<file path="src/hdl/pm_pkg.sv">
// ----------------------------------------------------------------------------
// pm_pkg
// Shared constants, command codes and types of the polynomial multiplier.
// ----------------------------------------------------------------------------
package pm_pkg;

  // Sizing of the coefficient stores and of the arithmetic
  localparam int MAX_DEGREE = 31;
  localparam int COEF_WIDTH = 16;

  // Fixed field widths of the channels
  localparam int COEF_IN_W  = 16;
  localparam int IDX_IN_W   = 5;
  localparam int OUT_IDX_W  = 6;
  localparam int TERM_W     = 37;

  // Derived sizes
  localparam int A_DEPTH = MAX_DEGREE + 1;
  localparam int IDX_W   = $clog2(A_DEPTH);
  localparam int P_DEPTH = 2 * MAX_DEGREE + 1;
  localparam int P_IDX_W = $clog2(P_DEPTH);
  localparam int MUL_W   = 2 * COEF_WIDTH;
  localparam int EXT_W   = MUL_W + TERM_W;

  // Command codes
  localparam logic [1:0] CMD_LOAD_A   = 2'd0;
  localparam logic [1:0] CMD_LOAD_B   = 2'd1;
  localparam logic [1:0] CMD_MULTIPLY = 2'd2;

  typedef logic signed [COEF_WIDTH-1:0] coef_t;
  typedef logic signed [TERM_W-1:0]     term_t;
  typedef logic [IDX_W-1:0]             idx_t;
  typedef logic [P_IDX_W-1:0]           pidx_t;

endpackage

</file>
<file path="src/hdl/pm_cmd_if.sv">
// ----------------------------------------------------------------------------
// pm_cmd_if
// Command channel: coefficient loads and multiply requests.
// ----------------------------------------------------------------------------
interface pm_cmd_if;
  logic                                valid;
  logic                                ready;
  logic [1:0]                          cmd;
  logic [pm_pkg::IDX_IN_W-1:0]         coef_index;
  logic signed [pm_pkg::COEF_IN_W-1:0] coef_value;
  logic [pm_pkg::IDX_IN_W-1:0]         degree_a;
  logic [pm_pkg::IDX_IN_W-1:0]         degree_b;

  modport source (
    output valid, cmd, coef_index, coef_value, degree_a, degree_b,
    input  ready
  );
  modport sink (
    input  valid, cmd, coef_index, coef_value, degree_a, degree_b,
    output ready
  );
endinterface

</file>
<file path="src/hdl/pm_term_if.sv">
// ----------------------------------------------------------------------------
// pm_term_if
// Result channel: one product coefficient per item.
// ----------------------------------------------------------------------------
interface pm_term_if;
  logic                              valid;
  logic                              ready;
  logic [pm_pkg::OUT_IDX_W-1:0]      term_index;
  logic signed [pm_pkg::TERM_W-1:0]  term_value;
  logic [pm_pkg::OUT_IDX_W-1:0]      product_degree;
  logic                              last;

  modport source (
    output valid, term_index, term_value, product_degree, last,
    input  ready
  );
  modport sink (
    input  valid, term_index, term_value, product_degree, last,
    output ready
  );
endinterface

</file>
<file path="src/hdl/polynomial_multiplier.sv">
// ----------------------------------------------------------------------------
// polynomial_multiplier
// Loads two coefficient stores, convolves them into a product store and
// streams the trimmed product out from power 0 upward.
// ----------------------------------------------------------------------------
//  channel | dir | payload                                        | item
//  items   | in  | cmd, coef_index, coef_value, degree_a, degree_b | load or multiply
//  terms   | out | term_index, term_value, product_degree, last    | product coefficient
//
//  A load writes one coefficient. A multiply accumulates every cross product
//  (one cross product per cycle through the product RAM read-modify-write
//  loop), drains the pipeline, then fetches and emits each term in turn,
//  holding on any stall on terms.ready.
//  Reset (rst, synchronous) clears control only; no clearing pass is run.
//  Items are taken only while the block is idle.
// ----------------------------------------------------------------------------
module polynomial_multiplier (
  input  logic     clk,
  input  logic     rst,
  pm_cmd_if.sink   items,
  pm_term_if.source terms
);

  typedef enum logic [2:0] {
    ST_IDLE,
    ST_ACC,
    ST_DRAIN,
    ST_FETCH,
    ST_EMIT
  } state_t;

  state_t state;

  // Loop counters and degrees
  pm_pkg::idx_t  i_q, j_q, da_q, db_q;
  pm_pkg::pidx_t maxnz;
  pm_pkg::pidx_t emit_idx;

  // Input decode
  logic          in_acc;
  logic          idx_ok;
  pm_pkg::idx_t  ld_addr;
  pm_pkg::idx_t  da_in, db_in;
  pm_pkg::coef_t ld_value;
  logic signed [pm_pkg::COEF_WIDTH+pm_pkg::COEF_IN_W-1:0] ld_ext;
  logic          we_a, we_b;

  // RAM read data
  pm_pkg::coef_t a_rd, b_rd;
  pm_pkg::term_t p_rd;
  pm_pkg::pidx_t p_raddr;

  // Pipeline
  pm_pkg::pidx_t k0;
  logic          first0, final0;
  logic          s1_v, s1_first, s1_final;
  pm_pkg::pidx_t s1_k;
  logic          s2_v, s2_first, s2_final;
  pm_pkg::pidx_t s2_k;
  logic signed [pm_pkg::MUL_W-1:0] mul, mul_q;
  logic signed [pm_pkg::EXT_W-1:0] mul_ext;
  pm_pkg::term_t pfwd, pold_q, sum2;
  logic          w_v;
  pm_pkg::pidx_t w_k;
  pm_pkg::term_t w_val;

  // Output registers
  logic          out_valid;
  pm_pkg::pidx_t out_index;
  pm_pkg::term_t out_value;
  logic          out_last;

  // Input decode: loads, index range check, degree saturation
  assign in_acc   = items.valid && items.ready;
  assign idx_ok   = 32'(items.coef_index) <= 32'(pm_pkg::MAX_DEGREE);
  assign ld_addr  = pm_pkg::IDX_W'(items.coef_index);
  assign ld_ext   = (pm_pkg::COEF_WIDTH + pm_pkg::COEF_IN_W)'(items.coef_value);
  assign ld_value = ld_ext[pm_pkg::COEF_WIDTH-1:0];
  assign we_a     = in_acc && (items.cmd == pm_pkg::CMD_LOAD_A) && idx_ok;
  assign we_b     = in_acc && (items.cmd == pm_pkg::CMD_LOAD_B) && idx_ok;

  assign da_in = (32'(items.degree_a) > 32'(pm_pkg::MAX_DEGREE)) ?
                 pm_pkg::IDX_W'(pm_pkg::MAX_DEGREE) : pm_pkg::IDX_W'(items.degree_a);
  assign db_in = (32'(items.degree_b) > 32'(pm_pkg::MAX_DEGREE)) ?
                 pm_pkg::IDX_W'(pm_pkg::MAX_DEGREE) : pm_pkg::IDX_W'(items.degree_b);

  // Issue stage: term k = i + j; first touch zeroes the old sum,
  // last touch makes the term final for the trim tracking
  assign k0     = pm_pkg::P_IDX_W'(i_q) + pm_pkg::P_IDX_W'(j_q);
  assign first0 = (i_q == '0) || (j_q == db_q);
  assign final0 = (j_q == '0) || (i_q == da_q);

  always_comb begin
    case (state)
      ST_ACC:  p_raddr = k0;
      ST_EMIT: p_raddr = emit_idx + pm_pkg::pidx_t'(1);
      default: p_raddr = emit_idx;
    endcase
  end

  // Coefficient and product stores
  pm_ram #(.WIDTH(pm_pkg::COEF_WIDTH), .DEPTH(pm_pkg::A_DEPTH)) u_store_a (
    .clk   (clk),
    .we    (we_a),
    .waddr (ld_addr),
    .wdata (ld_value),
    .raddr (i_q),
    .rdata (a_rd)
  );

  pm_ram #(.WIDTH(pm_pkg::COEF_WIDTH), .DEPTH(pm_pkg::A_DEPTH)) u_store_b (
    .clk   (clk),
    .we    (we_b),
    .waddr (ld_addr),
    .wdata (ld_value),
    .raddr (j_q),
    .rdata (b_rd)
  );

  pm_ram #(.WIDTH(pm_pkg::TERM_W), .DEPTH(pm_pkg::P_DEPTH)) u_product (
    .clk   (clk),
    .we    (s2_v),
    .waddr (s2_k),
    .wdata (sum2),
    .raddr (p_raddr),
    .rdata (p_rd)
  );

  // Stage 1: multiply; forward writes the RAM read could not yet see
  assign mul = pm_pkg::MUL_W'(a_rd) * pm_pkg::MUL_W'(b_rd);

  always_comb begin
    if (s2_v && (s2_k == s1_k)) begin
      pfwd = sum2;
    end else if (w_v && (w_k == s1_k)) begin
      pfwd = w_val;
    end else begin
      pfwd = p_rd;
    end
  end

  // Stage 2: accumulate modulo 2^TERM_W
  assign mul_ext = pm_pkg::EXT_W'(mul_q);
  assign sum2    = (s2_first ? pm_pkg::term_t'(0) : pold_q) + mul_ext[pm_pkg::TERM_W-1:0];

  // Pipeline valids
  always_ff @(posedge clk) begin
    if (rst) begin
      s1_v <= 1'b0;
      s2_v <= 1'b0;
      w_v  <= 1'b0;
    end else begin
      s1_v <= (state == ST_ACC);
      s2_v <= s1_v;
      w_v  <= s2_v;
    end
  end

  // Pipeline payload
  always_ff @(posedge clk) begin
    s1_k     <= k0;
    s1_first <= first0;
    s1_final <= final0;
    s2_k     <= s1_k;
    s2_first <= s1_first;
    s2_final <= s1_final;
    mul_q    <= mul;
    pold_q   <= pfwd;
    w_k      <= s2_k;
    w_val    <= sum2;
  end

  // Sequencer, trim tracking and output register
  always_ff @(posedge clk) begin
    if (rst) begin
      state     <= ST_IDLE;
      out_valid <= 1'b0;
    end else begin
      case (state)
        ST_IDLE: begin
          if (in_acc && (items.cmd == pm_pkg::CMD_MULTIPLY)) begin
            da_q     <= da_in;
            db_q     <= db_in;
            i_q      <= '0;
            j_q      <= '0;
            maxnz    <= '0;
            emit_idx <= '0;
            state    <= ST_ACC;
          end
        end
        ST_ACC: begin
          if (j_q == db_q) begin
            j_q <= '0;
            i_q <= i_q + pm_pkg::idx_t'(1);
          end else begin
            j_q <= j_q + pm_pkg::idx_t'(1);
          end
          if ((i_q == da_q) && (j_q == db_q)) begin
            state <= ST_DRAIN;
          end
        end
        ST_DRAIN: begin
          // read of term 0 issues once the last write has landed
          if (!s1_v && !s2_v) begin
            state <= ST_FETCH;
          end
        end
        ST_FETCH: begin
          out_valid <= 1'b1;
          out_index <= emit_idx;
          out_value <= p_rd;
          out_last  <= (emit_idx == maxnz);
          state     <= ST_EMIT;
        end
        ST_EMIT: begin
          if (terms.ready) begin
            out_valid <= 1'b0;
            if (out_last) begin
              state <= ST_IDLE;
            end else begin
              emit_idx <= emit_idx + pm_pkg::pidx_t'(1);
              state    <= ST_FETCH;
            end
          end
        end
        default: state <= ST_IDLE;
      endcase

      // highest final non-zero term gives the trimmed degree
      if (s2_v && s2_final && (sum2 != '0) && (s2_k > maxnz)) begin
        maxnz <= s2_k;
      end
    end
  end

  // Port drive
  assign items.ready          = (state == ST_IDLE);
  assign terms.valid          = out_valid;
  assign terms.term_index     = pm_pkg::OUT_IDX_W'(out_index);
  assign terms.term_value     = out_value;
  assign terms.product_degree = pm_pkg::OUT_IDX_W'(maxnz);
  assign terms.last           = out_last;

`ifndef SYNTHESIS
  assert property (@(posedge clk) disable iff (rst)
    terms.valid |-> !items.ready)
    else $error("item accepted while a term is pending");

  assert property (@(posedge clk) disable iff (rst)
    s2_v |-> (state == ST_ACC || state == ST_DRAIN))
    else $error("product write outside accumulation");

  assert property (@(posedge clk) disable iff (rst)
    (terms.valid && terms.last) |-> (terms.term_index == terms.product_degree))
    else $error("last term index differs from product degree");

  assert property (@(posedge clk) disable iff (rst)
    (terms.valid && terms.ready && terms.last) |=> items.ready)
    else $error("block not idle after last term");

  assert property (@(posedge clk) disable iff (rst)
    (state == ST_FETCH) |=> terms.valid)
    else $error("fetched term not presented");
`endif

endmodule

</file>
<file path="src/hdl/pm_ram.sv">
// ----------------------------------------------------------------------------
// pm_ram
// Generic simple dual-port RAM: one write port, one registered read port.
// ----------------------------------------------------------------------------
module pm_ram #(
  parameter  int WIDTH = 8,
  parameter  int DEPTH = 32,
  localparam int AW    = $clog2(DEPTH)
) (
  input  logic             clk,
  input  logic             we,
  input  logic [AW-1:0]    waddr,
  input  logic [WIDTH-1:0] wdata,
  input  logic [AW-1:0]    raddr,
  output logic [WIDTH-1:0] rdata
);

  logic [WIDTH-1:0] mem [DEPTH];

  // Read before write: a same-cycle collision returns the old contents
  always_ff @(posedge clk) begin
    if (we) begin
      mem[waddr] <= wdata;
    end
    rdata <= mem[raddr];
  end

endmodule
</file>
<file path="src/flat_wrapper.sv">
// flat-port wrapper written by rule: the top's interface ports become plain ports
module polynomial_multiplier_flat 
  (clk, rst, items_valid, items_cmd, items_coef_index, items_coef_value, items_degree_a, items_degree_b, items_ready, terms_valid, terms_term_index, terms_term_value, terms_product_degree, terms_last, terms_ready);
  pm_cmd_if items_i ();
  pm_term_if terms_i ();
  input  logic clk;
  input  logic rst;
  input wire logic [$bits(items_i.valid)-1:0] items_valid;
  input wire logic [$bits(items_i.cmd)-1:0] items_cmd;
  input wire logic [$bits(items_i.coef_index)-1:0] items_coef_index;
  input wire logic [$bits(items_i.coef_value)-1:0] items_coef_value;
  input wire logic [$bits(items_i.degree_a)-1:0] items_degree_a;
  input wire logic [$bits(items_i.degree_b)-1:0] items_degree_b;
  output wire logic [$bits(items_i.ready)-1:0] items_ready;
  output wire logic [$bits(terms_i.valid)-1:0] terms_valid;
  output wire logic [$bits(terms_i.term_index)-1:0] terms_term_index;
  output wire logic [$bits(terms_i.term_value)-1:0] terms_term_value;
  output wire logic [$bits(terms_i.product_degree)-1:0] terms_product_degree;
  output wire logic [$bits(terms_i.last)-1:0] terms_last;
  input wire logic [$bits(terms_i.ready)-1:0] terms_ready;
  assign items_i.valid = items_valid;
  assign items_i.cmd = items_cmd;
  assign items_i.coef_index = items_coef_index;
  assign items_i.coef_value = items_coef_value;
  assign items_i.degree_a = items_degree_a;
  assign items_i.degree_b = items_degree_b;
  assign items_ready = items_i.ready;
  assign terms_valid = terms_i.valid;
  assign terms_term_index = terms_i.term_index;
  assign terms_term_value = terms_i.term_value;
  assign terms_product_degree = terms_i.product_degree;
  assign terms_last = terms_i.last;
  assign terms_i.ready = terms_ready;
  polynomial_multiplier u_core (.clk(clk), .rst(rst), .items(items_i), .terms(terms_i));
endmodule
</file>
<file path="config.mk">
export PLATFORM = sky130hd
export DESIGN_NAME = polynomial_multiplier_flat
export DESIGN_NICKNAME = d
export VERILOG_FILES = /design/src/hdl/pm_pkg.sv /design/src/hdl/pm_cmd_if.sv /design/src/hdl/pm_term_if.sv /design/src/hdl/polynomial_multiplier.sv /design/src/hdl/pm_ram.sv /design/src/flat_wrapper.sv
export SDC_FILE = /design/constraint.sdc
export NUM_CORES = 2
export LEC_CHECK = 0
export ABC_AREA = 1
export BUFFER_PORTS_ARGS = -buffer_cell sky130_fd_sc_hd__buf_2
export CORE_UTILIZATION = 55
export CTS_BUF_LIST = sky130_fd_sc_hd__clkbuf_16
export CTS_CLUSTER_DIAMETER = 30
export DETAILED_ROUTE_END_ITERATION = 16
export PLACE_DENSITY = 0.78
export SLEW_MARGIN = 20
export SYNTH_ARGS = -nofsm -noshare
export SYNTH_HDL_FRONTEND = slang
export SYNTH_SLANG_ARGS = --single-unit
export TNS_END_PERCENT = 20
</file>
<file path="constraint.sdc">
create_clock -name clk -period 6.65 [get_ports clk]
set_input_delay 1.33 -clock clk [delete_from_list [all_inputs] [get_ports clk]]
set_output_delay 1.33 -clock clk [all_outputs]
set_load 0.005 [all_outputs]
</file>
==> metrics.yaml <==
sta:
  clock_skew_ns: 0.08680
  whs_ns: 0.3270
  layout_setup_ws_ns: 0.6308
  finalCriticalPeriod_ns: 6.019
  fin_crit_sh_pct: 90.51
  slew_violations: 0
  fmax_mhz: 166.1
  tightest_slew_ns: 1.206
  grt_setup_unrepaired: "no"
  setup-tns-final_ns: 0
  slew_headroom_pct: 19.35
  setup_viol: 0
  hold_viol: 0
cells_and_area:
  areaGrowthSynthToFinish_pct: 15.73
  multi_input_area_um2: 42510
  seqCellArea_um2: 107100
  fillers: 19120
  layout-drive-gt1-share_pct: 10.88
  final_nets: 13850
clock_tree:
  cts_root_buf: "clkbuf_16"
  clkSinkCount: 3635
  cts_tree: "built"
  cts_hold_buf: 0
  post_cts_buffers: 0
  numCtsBuffers: 566
  cts_max_path_buffers: 4
  cts.clk_slew.worst_paths_ns: 0.05
  clk-insertion-delay-late_ns: 1.05
  cts_resized: 0
  htree_levels: 6
floorplan:
  num_rows: 194
  fp.dieW_um: 533.2
  ios: 89
  core_area_um2: 279900
  dieArea_um2: 284300
  die_h_um: 533.2
  initial_core_util_pct: 55.46
job:
  maxCapViolCount: 0
worst_hold_path:
  holdCritPathClass: "register to register"
detailed_routing:
  drtIter0Drc: 16530
  ant_nets: 0
  route.detailed.drc: 0
  wl_mm: 447.3
  vias: 108500
  wl_per_cell_um: 25.37
  post_drt_via_cell_ratio: 6.155
  first_pass_iters: 7
logic_synthesis:
  syn_avg_cell_area_um2: 11.74
  synth_nets: 13660
  synth_fa_ha_area_share_pct: 4.486
  synth.most_common_cell: "edfxtp_1"
  synth_flop_cell: "edfxtp_1"
  synth-edff-count: 3431
  synthMuxAreaShare_pct: 0
  synthCells: 13220
  synth_compound_area_share_pct: 5.412
  ys_seq_area_share_pct: 69.01
  yosysTopAreaCell: "edfxtp_1"
  yosys-top-cells-area: "edfxtp_1 66%, nand2_1 8.0%, nand3_1 5.8%, fa_1 3.4%, dfxtp_1 2.6%"
  synth_top_family_by_area: "simple AND/OR/NAND/NOR gates"
  synth_top_area_share_pct: 66.38
  synth_cell_types: 54
  ys_ff_latch: 3635
  synth_common_cells: "3431 x edfxtp_1, 3289 x nand2_1, 1809 x nand3_1"
  synth_xor_area_share_pct: 0.3104
  synth_async_sr_flop_share_pct: 0
  yosysWarnings: 0
  syn_area_um2: 155200
  synthSimpleGateAreaFrac_pct: 16.76
placement:
  dpl_worst_slack_ns: 0.6680
  post-dp-hpwl_mm: 244.1
  gp_congestion: 0.9486
  portBuffers: 88
grt:
  grt_pass1_vias: 106000
  grt_pass1_wl_mm: 657.4
  grt_overflow: 0
  antenna_found_initial: 23
  grt_max_degree: 213
  grt_util_all_layers_pct: 30.86
critical_path:
  worstSetupPathType: "register to register"
  critical_path_arrival_ns: 6.93
  startpoint_type: "register"
  endpoint_kind: "register"
  cp_max_fo: 12
  cp.required_ns: 7.56
outcome:
  outcome: "finished, final reports clean"
==> placed cells by master, fill, tap and decap left out, types with 64 or more instances in the layout <==
cell / synthesis / routed
edfxtp_1: 3431 / 3431
clkinv_2: 1 / 84
inv_1: 715 / 752
buf_2: 272 / 88
o211ai_1: 276 / 276
dfxtp_1: 204 / 204
nor2_1: 951 / 893
ha_1: 134 / 133
o21ai_0: 667 / 667
nand2_1: 3289 / 3275
nand3_1: 1809 / 1807
o221ai_1: 66 / 66
clkinv_1: 2 / 64
o22ai_1: 200 / 200
buf_4: 32 / 309
a21oi_1: 76 / 76
clkbuf_16: 0 / 576
fa_1: 264 / 264
==> final timing paths <==
check	startpoint	end	slack, ns	depth (start not counted)
worst max register to register	u_core.u_store_a.rdata[15]$_DFF_P_	u_core.mul_q[30]$_DFF_P_	0.63	21
worst max-delay path	u_core.u_store_a.rdata[15]$_DFF_P_	u_core.mul_q[30]$_DFF_P_	0.63	21
worst min register to register	u_core.s1_final$_DFF_P_	u_core.s2_final$_DFF_P_	0.33	0
worst min-delay path	u_core.s1_final$_DFF_P_	u_core.s2_final$_DFF_P_	0.33	0
==> state kept, by name (all words and copies together), names as in the netlist, 32 cells and up <==
name	count
u_core.u_store_a.mem	512
u_core.mul_q	32
u_core.u_product.rdata	37
u_core.w_val	37
u_core.u_product.mem	2331
u_core.pold_q	37
u_core.terms.term_value	37
u_core.u_store_b.mem	512
==> critical path, cell delays in order, from the launching register on <==
cell	delay [ns]
dfxtp_1	0.44
buf_4	0.24
nand2_1	0.17
fa_1	0.57
inv_1	0.14
fa_1	0.67
inv_1	0.09
fa_1	0.48
inv_1	0.05
fa_1	0.52
inv_1	0.05
fa_1	0.47
inv_1	0.05
fa_1	0.43
ha_1	0.34
inv_1	0.10
nor3_1	0.28
nand2_1	0.17
nor4b_1	0.26
nand2_1	0.15
o2111ai_1	0.11
xor2_1	0.16
==> cell type report <==
cell class                 instances  share of cell area, %
clock inverter                   462                  2.641
timing repair buffer             425                  1.853
antenna                           24                0.03344
tap                             3724                  2.594
sequential                      3635                  59.63
clock buffer                     576                  8.025
inverter                         728                  1.551
multi-input combinational       8059                  23.67
==> stage by stage <==
stage | area (um^2) | std cells | utilization [%]
after floorplan | 155200 | 13220 | -
after global placement | 160300 | 16570 | 57.29
after detailed placement | 160400 | 16570 | 57.30
after CTS | 179500 | 17610 | 64.15
after global routing | 179600 | 17610 | 64.16
final | 179600 | 17630 | 64.18
==> routing by layer <==
| layer | GRT usage, % | part of all wire, % | vias to the layer above |
|---|---|---|---|
| met1 | 39.59 | 35 | 52030 |
| met4 | 17.97 | 6.1 | 16 |
| met2 | 48.83 | 46 | 8023 |
| met5 | 0 | 0.021 | - |
| li1 | - | - | 46890 |
| met3 | 6.586 | 13 | 1575 |
==> logic make-up (layout without fill, tap and decap cells) <==
| logic type | after synthesis | count (layout) |
|---|---|---|
| simple gates | 6213 | 6213 |
| flops | 3635 | 3635 |
| other cells | 0 | 24 |
| xor+xnor | 55 | 55 |
| buf+inv | 1528 | 2191 |
| compound gates | 1393 | 1393 |
| fa+ha+maj | 398 | 398 |
Power is left out: the tool's default activity adds up to more than one toggle a clock period on the data nets, which glitch-free logic cannot reach.
